### src/ots_pkg.sv
package ots_pkg;

    // Store geometry.
    localparam int STACK_DEPTH = 16;
    localparam int OWNER_BITS  = 22;
    localparam int ADDR_W      = $clog2(STACK_DEPTH);
    localparam int CNT_W       = $clog2(STACK_DEPTH + 1);

    // Fixed field widths of the words on the channels.
    localparam int OWNER_IN_W  = 22;
    localparam int VALUE_W     = 64;
    localparam int STATUS_W    = 2;
    localparam int ENTRY_W     = OWNER_BITS + VALUE_W;

    // Opcodes.
    localparam logic OP_PUSH = 1'b0;
    localparam logic OP_POP  = 1'b1;

    // Status codes.
    localparam logic [STATUS_W-1:0] ST_OK        = 2'd0;
    localparam logic [STATUS_W-1:0] ST_NOT_FOUND = 2'd1;
    localparam logic [STATUS_W-1:0] ST_FULL      = 2'd2;

    // Microprogram addresses.
    localparam int STEP_W = 4;
    localparam logic [STEP_W-1:0] U_WAIT     = 4'd0;
    localparam logic [STEP_W-1:0] U_INIT     = 4'd1;
    localparam logic [STEP_W-1:0] U_SCAN     = 4'd2;
    localparam logic [STEP_W-1:0] U_RESOLVE  = 4'd3;
    localparam logic [STEP_W-1:0] U_NOTFOUND = 4'd4;
    localparam logic [STEP_W-1:0] U_SHIFT    = 4'd5;
    localparam logic [STEP_W-1:0] U_POPDONE  = 4'd6;
    localparam logic [STEP_W-1:0] U_PUSH     = 4'd7;
    localparam logic [STEP_W-1:0] U_PUSH_WR  = 4'd8;
    localparam logic [STEP_W-1:0] U_FULL     = 4'd9;
    localparam logic [STEP_W-1:0] U_FINISH   = 4'd10;
    localparam logic [STEP_W-1:0] U_STALL    = 4'd11;

    // Datapath action of one step.
    typedef enum logic [3:0] {
        A_NONE,
        A_ACCEPT,
        A_INIT,
        A_SCAN,
        A_SHIFT,
        A_POP_DONE,
        A_PUSH_WR,
        A_SET_NF,
        A_SET_FULL,
        A_FINISH
    } t_act;

    // Branch condition of one step; the branch goes to the target when true.
    typedef enum logic [2:0] {
        C_ALWAYS,
        C_NO_ITEM,
        C_IS_PUSH,
        C_SCAN_MORE,
        C_HIT,
        C_SHIFT_MORE,
        C_FULL,
        C_OUT_FREE
    } t_cond;

    typedef struct packed {
        t_act              act;
        t_cond             cond;
        logic [STEP_W-1:0] target;
    } t_uword;

    // Control store.
    function automatic t_uword uc_rom(input logic [STEP_W-1:0] step);
        t_uword w;
        unique case (step)
            U_WAIT:     w = '{act: A_ACCEPT,   cond: C_NO_ITEM,    target: U_WAIT};
            U_INIT:     w = '{act: A_INIT,     cond: C_IS_PUSH,    target: U_PUSH};
            U_SCAN:     w = '{act: A_SCAN,     cond: C_SCAN_MORE,  target: U_SCAN};
            U_RESOLVE:  w = '{act: A_NONE,     cond: C_HIT,        target: U_SHIFT};
            U_NOTFOUND: w = '{act: A_SET_NF,   cond: C_ALWAYS,     target: U_FINISH};
            U_SHIFT:    w = '{act: A_SHIFT,    cond: C_SHIFT_MORE, target: U_SHIFT};
            U_POPDONE:  w = '{act: A_POP_DONE, cond: C_ALWAYS,     target: U_FINISH};
            U_PUSH:     w = '{act: A_NONE,     cond: C_FULL,       target: U_FULL};
            U_PUSH_WR:  w = '{act: A_PUSH_WR,  cond: C_ALWAYS,     target: U_FINISH};
            U_FULL:     w = '{act: A_SET_FULL, cond: C_ALWAYS,     target: U_FINISH};
            U_FINISH:   w = '{act: A_FINISH,   cond: C_OUT_FREE,   target: U_WAIT};
            U_STALL:    w = '{act: A_NONE,     cond: C_ALWAYS,     target: U_FINISH};
            default:    w = '{act: A_NONE,     cond: C_ALWAYS,     target: U_WAIT};
        endcase
        return w;
    endfunction

    // Keep only the low OWNER_BITS bits of the requester id.
    function automatic logic [OWNER_BITS-1:0] to_tag(input logic [OWNER_IN_W-1:0] id);
        logic [31:0] wide;
        wide = 32'(id);
        return wide[OWNER_BITS-1:0];
    endfunction

endpackage

### src/ots_in_if.sv
interface ots_in_if;
    logic                         valid;
    logic                         ready;
    logic                         opcode;
    logic [ots_pkg::OWNER_IN_W-1:0] owner_id;
    logic [ots_pkg::VALUE_W-1:0]    push_value;

    modport source (output valid, output opcode, output owner_id, output push_value,
                    input ready);
    modport sink   (input valid, input opcode, input owner_id, input push_value,
                    output ready);
endinterface

### src/ots_out_if.sv
interface ots_out_if;
    logic                          valid;
    logic                          ready;
    logic [ots_pkg::VALUE_W-1:0]   pop_value;
    logic [ots_pkg::STATUS_W-1:0]  status;

    modport source (output valid, output pop_value, output status, input ready);
    modport sink   (input valid, input pop_value, input status, output ready);
endinterface

### src/owner_tagged_shared_stack.sv
// Shared LIFO store of (owner, value) entries with one result word per input word.
// A push puts the pair on top, or reports full and drops it; a pop removes the newest
// entry of the given owner, closes the gap so the order of the rest is kept, and
// returns its value, or reports not found. Control runs from a microprogram over a
// single-port-write, single-port-read entry RAM with registered read, so entries
// are visited one at a time. A pop searches from the newest entry down to the hit
// or to slot 0 (the oldest), then moves each entry above the hit one slot lower.
// The next word is taken while the last result still waits in the output register.
module owner_tagged_shared_stack (
    input  logic      i_clk,
    input  logic      i_rst_n,
    ots_in_if.sink    i_in,
    ots_out_if.source o_out
);

    localparam int AW = ots_pkg::ADDR_W;
    localparam int CW = ots_pkg::CNT_W;
    localparam int OW = ots_pkg::OWNER_BITS;
    localparam int VW = ots_pkg::VALUE_W;

    ots_pkg::t_uword uw;

    // Sequencer and control state.
    logic [ots_pkg::STEP_W-1:0] r_step, n_step;
    logic [CW-1:0]              r_cnt, n_cnt;
    logic [CW-1:0]              r_ptr, n_ptr;
    logic [CW-1:0]              r_src, n_src;
    logic                       r_rd_vld, n_rd_vld;
    logic                       r_hit, n_hit;
    logic                       r_out_valid, n_out_valid;

    // Latched request and pending result.
    logic                          r_op, n_op;
    logic [OW-1:0]                 r_tag, n_tag;
    logic [VW-1:0]                 r_val, n_val;
    logic [VW-1:0]                 r_res_val, n_res_val;
    logic [ots_pkg::STATUS_W-1:0]  r_res_st, n_res_st;
    logic [VW-1:0]                 r_out_val, n_out_val;
    logic [ots_pkg::STATUS_W-1:0]  r_out_st, n_out_st;

    // Entry RAM port.
    logic                          ram_we, ram_re;
    logic [AW-1:0]                 ram_waddr, ram_raddr;
    logic [ots_pkg::ENTRY_W-1:0]   ram_wdata, ram_rdata;

    logic          take;
    logic          hit;
    logic          scan_issue;
    logic          shift_issue;
    logic          out_free;
    logic          accept;
    logic [CW-1:0] ptr_dec;

    ots_ram #(
        .WIDTH (ots_pkg::ENTRY_W),
        .DEPTH (ots_pkg::STACK_DEPTH)
    ) u_ram (
        .i_clk   (i_clk),
        .i_we    (ram_we),
        .i_waddr (ram_waddr),
        .i_wdata (ram_wdata),
        .i_re    (ram_re),
        .i_raddr (ram_raddr),
        .o_rdata (ram_rdata)
    );

    assign uw = ots_pkg::uc_rom(r_step);

    // Handshake and status terms used by the branch conditions.
    assign i_in.ready  = i_rst_n && (uw.act == ots_pkg::A_ACCEPT);
    assign accept      = i_in.valid && i_in.ready;
    assign out_free    = !r_out_valid || o_out.ready;
    assign hit         = r_rd_vld && (ram_rdata[ots_pkg::ENTRY_W-1:VW] == r_tag);
    assign scan_issue  = !hit && (r_ptr != '0);
    assign shift_issue = (r_src < r_cnt);
    assign ptr_dec     = r_ptr - CW'(1);

    // Branch condition.
    always_comb begin
        unique case (uw.cond)
            ots_pkg::C_ALWAYS:     take = 1'b1;
            ots_pkg::C_NO_ITEM:    take = !accept;
            ots_pkg::C_IS_PUSH:    take = (r_op == ots_pkg::OP_PUSH);
            ots_pkg::C_SCAN_MORE:  take = scan_issue;
            ots_pkg::C_HIT:        take = r_hit;
            ots_pkg::C_SHIFT_MORE: take = shift_issue;
            ots_pkg::C_FULL:       take = (r_cnt == CW'(ots_pkg::STACK_DEPTH));
            ots_pkg::C_OUT_FREE:   take = out_free;
            default:               take = 1'b1;
        endcase
    end

    // Datapath driven by the current control word.
    always_comb begin
        n_step      = take ? uw.target : ots_pkg::STEP_W'(r_step + 1'b1);
        n_cnt       = r_cnt;
        n_ptr       = r_ptr;
        n_src       = r_src;
        n_rd_vld    = r_rd_vld;
        n_hit       = r_hit;
        n_op        = r_op;
        n_tag       = r_tag;
        n_val       = r_val;
        n_res_val   = r_res_val;
        n_res_st    = r_res_st;
        n_out_val   = r_out_val;
        n_out_st    = r_out_st;
        n_out_valid = r_out_valid;
        ram_we      = 1'b0;
        ram_re      = 1'b0;
        ram_waddr   = r_ptr[AW-1:0];
        ram_raddr   = ptr_dec[AW-1:0];
        ram_wdata   = ram_rdata;

        // A result leaves when the sink takes it.
        if (r_out_valid && o_out.ready) begin
            n_out_valid = 1'b0;
        end

        case (uw.act)
            ots_pkg::A_ACCEPT: begin
                if (accept) begin
                    n_op  = i_in.opcode;
                    n_tag = ots_pkg::to_tag(i_in.owner_id);
                    n_val = i_in.push_value;
                end
            end
            ots_pkg::A_INIT: begin
                n_ptr    = r_cnt;
                n_rd_vld = 1'b0;
                n_hit    = 1'b0;
            end
            ots_pkg::A_SCAN: begin
                // Compare the entry read last cycle while reading the next older one.
                ram_re   = scan_issue;
                n_rd_vld = scan_issue;
                n_hit    = hit;
                if (scan_issue) begin
                    n_ptr = ptr_dec;
                end
                if (hit) begin
                    n_res_val = ram_rdata[VW-1:0];
                    n_src     = CW'(r_ptr + 1'b1);
                end
            end
            ots_pkg::A_SHIFT: begin
                // Read slot src and write what was read last cycle one slot lower.
                ram_re    = shift_issue;
                ram_raddr = r_src[AW-1:0];
                n_rd_vld  = shift_issue;
                if (shift_issue) begin
                    n_src = CW'(r_src + 1'b1);
                end
                if (r_rd_vld) begin
                    ram_we = 1'b1;
                    n_ptr  = CW'(r_ptr + 1'b1);
                end
            end
            ots_pkg::A_POP_DONE: begin
                n_cnt    = r_cnt - CW'(1);
                n_res_st = ots_pkg::ST_OK;
            end
            ots_pkg::A_PUSH_WR: begin
                ram_we    = 1'b1;
                ram_waddr = r_cnt[AW-1:0];
                ram_wdata = {r_tag, r_val};
                n_cnt     = CW'(r_cnt + 1'b1);
                n_res_val = '0;
                n_res_st  = ots_pkg::ST_OK;
            end
            ots_pkg::A_SET_NF: begin
                n_res_val = '0;
                n_res_st  = ots_pkg::ST_NOT_FOUND;
            end
            ots_pkg::A_SET_FULL: begin
                n_res_val = '0;
                n_res_st  = ots_pkg::ST_FULL;
            end
            ots_pkg::A_FINISH: begin
                if (out_free) begin
                    n_out_valid = 1'b1;
                    n_out_val   = r_res_val;
                    n_out_st    = r_res_st;
                end
            end
            default: begin
            end
        endcase
    end

    // State and registered outputs.
    always_ff @(posedge i_clk) begin
        if (!i_rst_n) begin
            r_step      <= ots_pkg::U_WAIT;
            r_cnt       <= '0;
            r_rd_vld    <= 1'b0;
            r_hit       <= 1'b0;
            r_out_valid <= 1'b0;
        end else begin
            r_step      <= n_step;
            r_cnt       <= n_cnt;
            r_rd_vld    <= n_rd_vld;
            r_hit       <= n_hit;
            r_out_valid <= n_out_valid;
        end
        r_ptr     <= n_ptr;
        r_src     <= n_src;
        r_op      <= n_op;
        r_tag     <= n_tag;
        r_val     <= n_val;
        r_res_val <= n_res_val;
        r_res_st  <= n_res_st;
        r_out_val <= n_out_val;
        r_out_st  <= n_out_st;
    end

    assign o_out.valid     = r_out_valid;
    assign o_out.pop_value = r_out_val;
    assign o_out.status    = r_out_st;

endmodule

### src/ots_ram.sv
module ots_ram #(
    parameter int WIDTH = 8,
    parameter int DEPTH = 16
) (
    input  logic                     i_clk,
    input  logic                     i_we,
    input  logic [$clog2(DEPTH)-1:0] i_waddr,
    input  logic [WIDTH-1:0]         i_wdata,
    input  logic                     i_re,
    input  logic [$clog2(DEPTH)-1:0] i_raddr,
    output logic [WIDTH-1:0]         o_rdata
);

    logic [WIDTH-1:0] r_mem [DEPTH];
    logic [WIDTH-1:0] r_rdata;

    // One write port and one registered read port.
    always_ff @(posedge i_clk) begin
        if (i_we) begin
            r_mem[i_waddr] <= i_wdata;
        end
        if (i_re) begin
            r_rdata <= r_mem[i_raddr];
        end
    end

    assign o_rdata = r_rdata;

endmodule
### src/flat_wrapper.sv
// flat-port wrapper written by rule: the top's interface ports become plain ports
module owner_tagged_shared_stack_flat 
  (i_clk, i_rst_n, i_in_valid, i_in_opcode, i_in_owner_id, i_in_push_value, i_in_ready, o_out_valid, o_out_pop_value, o_out_status, o_out_ready);
  ots_in_if i_in_i ();
  ots_out_if o_out_i ();
  input  logic i_clk;
  input  logic i_rst_n;
  input wire logic [$bits(i_in_i.valid)-1:0] i_in_valid;
  input wire logic [$bits(i_in_i.opcode)-1:0] i_in_opcode;
  input wire logic [$bits(i_in_i.owner_id)-1:0] i_in_owner_id;
  input wire logic [$bits(i_in_i.push_value)-1:0] i_in_push_value;
  output wire logic [$bits(i_in_i.ready)-1:0] i_in_ready;
  output wire logic [$bits(o_out_i.valid)-1:0] o_out_valid;
  output wire logic [$bits(o_out_i.pop_value)-1:0] o_out_pop_value;
  output wire logic [$bits(o_out_i.status)-1:0] o_out_status;
  input wire logic [$bits(o_out_i.ready)-1:0] o_out_ready;
  assign i_in_i.valid = i_in_valid;
  assign i_in_i.opcode = i_in_opcode;
  assign i_in_i.owner_id = i_in_owner_id;
  assign i_in_i.push_value = i_in_push_value;
  assign i_in_ready = i_in_i.ready;
  assign o_out_valid = o_out_i.valid;
  assign o_out_pop_value = o_out_i.pop_value;
  assign o_out_status = o_out_i.status;
  assign o_out_i.ready = o_out_ready;
  owner_tagged_shared_stack u_core (.i_clk(i_clk), .i_rst_n(i_rst_n), .i_in(i_in_i), .o_out(o_out_i));
endmodule
### config.mk
export PLATFORM = sky130hd
export DESIGN_NAME = owner_tagged_shared_stack_flat
export DESIGN_NICKNAME = d
export VERILOG_FILES = /design/src/ots_pkg.sv /design/src/ots_in_if.sv /design/src/ots_out_if.sv /design/src/owner_tagged_shared_stack.sv /design/src/ots_ram.sv /design/src/flat_wrapper.sv
export SDC_FILE = /design/constraint.sdc
export NUM_CORES = 2
export LEC_CHECK = 0
export BUFFER_PORTS_ARGS = -buffer_cell sky130_fd_sc_hd__buf_4
export CAP_MARGIN = 20
export CORE_MARGIN = 4
export CORE_UTILIZATION = 30
export CTS_CLUSTER_SIZE = 12
export DETAILED_ROUTE_END_ITERATION = 8
export PLACE_DENSITY = 0.49
export SKIP_CTS_REPAIR_TIMING = 1
export SYNTH_ARGS = -nofsm -noshare
export SYNTH_HDL_FRONTEND = slang
export SYNTH_HIERARCHICAL = 1
export SYNTH_SLANG_ARGS = --single-unit
### constraint.sdc
create_clock -name i_clk -period 12.4 [get_ports i_clk]
set_input_delay 2.48 -clock i_clk [delete_from_list [all_inputs] [get_ports i_clk]]
set_output_delay 2.48 -clock i_clk [all_outputs]
set_load 0.005 [all_outputs]
== Yosys cells after proc, flatten, opt, wreduce, memory -nomap -nowiden ==
Memories as Yosys holds them, arrays and structs flattened. A register that Yosys moved wholly into a read port is not among the register bits.
Cells that the tools add are included.
Storage, ports and cells
  bits in registers: 241
  RAM bits: 1376
  memory bits (read-only): 176
  output and inout port bits: 68
  word-level logic and storage cells: 96
  memories kept: 2
Memories
  u_core.u_ram.r_mem: words 16, bits a word 86, rd ports 1, clocked after memory_dff 1, write ports 1, RTL line ots_ram.sv:14  | logic [WIDTH-1:0] r_mem [DEPTH];
  (no name shown): words 16, bits a word 11, rd ports 1, clocked after memory_dff 1, write ports 0, RTL line ots_pkg.sv:74  | unique case (step)
Operators by class
  add/sub/neg operators: 6
  order comparisons: 1
  equality and inequality tests: 22
  multiplexer cells: 26
  bitwise gates (word level): 1
  reductions and logical operators: 24
Operators by type and width (count)
  one-hot mux 64 bit (2 select lines): 1
  2-to-1 mux 86 bit: 1
  2-to-1 mux 64 bit: 1
  == test 22 bit: 1
  2-to-1 mux 5 bit: 4
  one-hot mux 5 bit (2 select lines): 2
  == test 4 x 3 -> 1 bit, second input constant: 4
  2-to-1 mux 4 bit: 4
  adder 5 x 1 -> 5 bit, second input constant: 3
  one-hot mux 5 bit (3 select lines): 1
  == test 3 bit, second input constant: 4
  subtractor 5 x 1 -> 5 bit, second input constant: 2
  == test 4 x 2 -> 1 bit, second input constant: 2
  == test 4 bit, second input constant: 2
  inequality test 2 x 1 -> 1 bit, second input constant: 4
  one-hot mux 1 bit (8 select lines): 1
  nonzero test 2 bit: 4
  == test 3 x 2 -> 1 bit, second input constant: 2
  2-to-1 mux 1 bit: 6
  one-hot mux 1 bit (2 select lines): 3
  one-hot mux 2 bit (3 select lines): 1
  AND reduction 2 bit: 3
  AND reduction 3 bit: 2
  nonzero test 3 bit: 2
  other kinds (14): 20

== Depth between registers and ports, before layout ==
  word-level depth: 7
  depth in mapped cells: 13

== Cells and area by module ==
Netlist, hierarchy kept.
Modules (own cells, without submodules)
  ots_ram: times used 1, cells an instance 2206, area an instance 54001.8 µm²
  owner_tagged_shared_stack: times used 1, cells an instance 676, area an instance 10592.7 µm²

== Worst setup path before layout ==
No wires, ideal clock.
  path kind: reg2reg
  start: register, netlist name u_core/uw[9]
  end: memory u_core/u_ram/r_mem[0][0] (netlist name) (enable)
  arrival: 8.158 ns
  required time: 11.764 ns
  path slack: 3.606 ns
  stages on the path, launching flop included: 9
  buffers on the path: 2
  clock period less this slack: 8.794 ns
  cell sequence: dfxtp_1 nor2b_1 nand2_1 nor2_1 clkbuf_1 clkbuf_1 mux2_2 or3b_2 nor3_1
RTL lines
  == test 4 x 3 -> 1 bit: RTL line owner_tagged_shared_stack.sv:120  | case (uw.act)
  2-to-1 mux 4 bit: RTL line owner_tagged_shared_stack.sv:120
  named net u_core.ram_waddr[2]: RTL line owner_tagged_shared_stack.sv:43  | logic [AW-1:0] ram_waddr, ram_raddr;
  to (decl): RTL line ots_ram.sv:14
The timed path passes the listed nets, and every way through them passes these cells.

== Worst setup path after layout ==
  start: input i_rst_n
  end: output i_in_ready
Between the ends
  cells in the longest elaborated chain, start to end: 1
RTL lines
  from (decl): RTL line flat_wrapper.sv:7  | input logic i_rst_n;
  logical AND 1 bit: RTL line owner_tagged_shared_stack.sv:70  | assign i_in.ready = i_rst_n && (uw.act == ots_pkg::A_ACCEPT);
  to (decl): RTL line flat_wrapper.sv:12  | output wire logic [$bits(i_in_i.ready)-1:0] i_in_ready;
Every way passes these cells.

==> flow_summary_export.csv <==
group,metric,value,unit
critical_path,start_kind,"primary input",
route,drc,0,
min_path,hold_depth,0,
timing,period_share,44.0,%
yosys,synth_area,64600,sq um
timing,finalHoldViolCount,0,
cells_and_area,area_delta_synth_final,15.6,%
cts,clk_latency,0.80,ns
power,leakagePower,23.3,nW
route,vias,29699,
yosys,synth_compound_area_share,2.67,%
timing,rsz0062_at_grt,"no",
timing,slew_headroom,29.0,%
yosys,syn_inst,2882,
cts,cts.sinks,1714,
timing,fin_crit,5.46,ns
min_path,min_path_type,"reg -> reg",
global_routing,grt_max_degree,133,
cells_and_area,fillers,19866,
critical_path,cp_max_fo,23,
yosys,synthAdderAreaFrac,0.360,%
global_routing,grt_usage,14.1,%
critical_path,path_class,"in -> out",
floorplan,die_area,223000,sq um
route,ant_nets,0,
critical_path,rr_endpoint,"u_core/u_ram/r_mem[10][48]$_DFFE_PP_",
floorplan,die_y,472,um
cts,tritoncts,"built",
cells_and_area,regArea,51200,sq um
timing,finalWorstSetupSlack,6.94,ns
critical_path,endpoint_kind,"output port",
place,dpl_worst_slack,6.92,ns
run,drv_cap,0,
yosys,yosysSeqAreaShare,79.3,%
route,wl_met3,7540,um
floorplan,ios,159,
global_routing,grt_antenna_before_repair,10,
cells_and_area,fin_cells,6103,
floorplan,fp.dieW,472,um
place,io_buffers,158,
route,wirelength,158000,um
critical_path,cp.required,9.92,ns
critical_path,crit_arrival,2.98,ns
floorplan,start_util,30.1,%
timing,fin_skew,0.0393,ns
yosys,synth.area.mux_share,13.7,%
yosys,ys_warn_count,6,
cts,cts_made_buffers,181,
route,viasPerCell,4.87,
cts,cts-root-buf,"clkbuf_16",
timing,setup_violations,0,
critical_path,r2r_slack,7.13,ns
timing,slew_violations,0,
global_routing,grt_first_pass_wirelength,228000,um
cells_and_area,mostFrequentLayoutCell,"edfxtp_1",
power,ir_worst_vdd,0.000347,V
floorplan,design.core.area,214000,sq um
yosys,synth_fp_nets,2991,
timing,worst_pin_slew,1.07,ns
route,wl_met2,76100,um
min_path,hold_start,"u_core/r_res_val[48]$_SDFFCE_PP0P_",
outcome,status,"finished, final reports clean",
critical_path,worstRegToRegCells,9,
cells_and_area,multi_input_area,12800,sq um
route,highest_layer,"met5",
cells_and_area,fin_nets,3246,
route,drt_iter0_drc,2381,
floorplan,rows,170,
critical_path,r2r_start,"u_core/uw[9]$_DFF_P_",
yosys,synth_ff_type,"edfxtp_1",
route,drt-met1-wl,71300,um
route,routedWlPerCell,25.9,um
global_routing,gr-total-overflow,0,
cts,cts-htree-levels,4,
place,place_inst,5792,
yosys,synth-edff-count,1691,
yosys,synth-xor-area-share,0.515,%
timing,max_freq,183,MHz
yosys,ys_types,53,
route,first_pass_iters,5,
yosys,synth_seq_cells,1714,
yosys,async_flop_share,0,%
power,p_per_area,250,nW/um^2
global_routing,grt_pass1_vias,31137,
cells_and_area,final_cell_mix,"edfxtp_1, mux4_2, buf_4, clkbuf_16, a22oi_1",
timing,tns,0,ns
cts,clk_pin_slew,0.06,ns
cts,cts_buffer_depth,3,
place,hpwl,78700,um
yosys,synth_top_family_by_area,"multiplexers",
min_path,whs_endpoint,"u_core/o_out.pop_value[48]$_DFFE_PP_",
cells_and_area,drive_above_1_share,28.0,%
yosys,synthSimpleGateAreaFrac,2.20,%
place,place.gp.congestion,0.689,
yosys,avgSynthCellArea,22.4,sq um
-- per-stage QoR --
step	cell area, sq um	utilization, %	power [mW]	hold WS (ns)
finish	74600	34.8	18.7	0.417
global route	74600	34.8	19.7	0.425
CTS	74600	34.8	19.0	0.418
detailed placement	69300	32.3	14.0	0.405
global placement	69300	32.3	13.9	0.402
floorplan	64600	-	12.1	0.400
-- flip-flops by register name, indices dropped and copies added, names as in the netlist --
name                    cells
u_core/r_tag               22
u_core/r_res_val           64
u_core/r_src                5
u_core/r_val               64
u_core/u_ram/r_mem       1376
u_core/r_res_st             2
u_core/r_hit                1
u_core/u_ram/o_rdata       86
u_core/r_ptr                5
u_core/r_step               4
u_core/o_out.status         2
u_core/r_rd_vld             1
u_core/r_op                 1
u_core/o_out.pop_value     64
u_core/o_out.valid          1
u_core/r_cnt                5
u_core/uw                  11
-- where the power goes --
part           switching, mW  total, mW  internal (mW)  leakage [nW]
clock network           2.17       4.93           2.76          2.57
logic                   3.57       5.86           2.29          5.24
registers              0.196       7.87           7.67          15.5
total                   5.94       18.7           12.7          23.3
-- routing by layer --
metal	track usage, %	vias to the layer above
met5	0	-
li1	-	12567
met1	19.8	16184
met2	22.8	732
met4	3.29	4
met3	2.43	212
-- area by class of cell --
class / instances / share of cell area [%]
Clock buffer: 230 / 6.37
Clock inverter: 80 / 0.721
Sequential cell: 1714 / 68.6
Timing Repair Buffer: 215 / 2.33
Antenna cell: 1 / 0.00335
Multi-Input combinational cell: 1014 / 17.1
Inverter: 11 / 0.0553
Tap cell: 2838 / 4.76
-- cells in the mapped netlist, types with 4 or more instances --
master     count  area, sq um
nor2_1        29          109
mux4_2       344         7750
o21a_1         4         30.0
a21oi_1       11         55.1
o2bb2ai_1      7         61.3
inv_1         10         37.5
mux2i_1        9         90.1
a21boi_0       4         30.0
mux2_2        91         1020
o21ai_0       11         55.1
nand4_1        6         37.5
buf_1          9         33.8
ha_1          17          213
edfxtp_1    1691        50800
nor3_1         8         40.0
a22oi_1      172         1290
xnor2_1       24          210
a21o_1         4         30.0
buf_2         39          195
xor2_1        14          123
buf_6         21          236
nand2b_1      12         75.1
and2_1        72          450
dfxtp_1       23          460
nand2_1      118          443
nor2b_1       12         75.1
clkbuf_1      74          278
nand3_1       10         50.1
-- how the worst max path moves through the flow --
stage               cells after the start                              endpoint                 start  slack (ns)
floorplan                               8    u_core/u_ram/r_mem[0][0]$_DFFE_PP_  u_core/uw[9]$_DFF_P_        3.61
global placement                        3                            i_in_ready               i_rst_n        6.92
detailed placement                      3                            i_in_ready               i_rst_n        6.92
CTS                                     3                            i_in_ready               i_rst_n        6.92
global route                           10  u_core/u_ram/r_mem[11][49]$_DFFE_PP_  u_core/uw[9]$_DFF_P_        6.72
finish                                  3                            i_in_ready               i_rst_n        6.94
-- critical path, stage by stage --
cell	delay (ns)
buf_4	0.22
and2_1	0.17
buf_4	0.11
-- kinds of logic (layout without fill, tap and decap cells) --
family	Yosys count	in the layout
xor gates and xnor gates	38	38
muxes	444	444
adders and majority gates	18	18
AOI/OAI and AO/OA	231	231
and+or+nand+nor	283	283
other	0	1
buffers and inverters	154	536
DFF	1714	1714
Note: power is estimated with default switching activity, not from simulation.
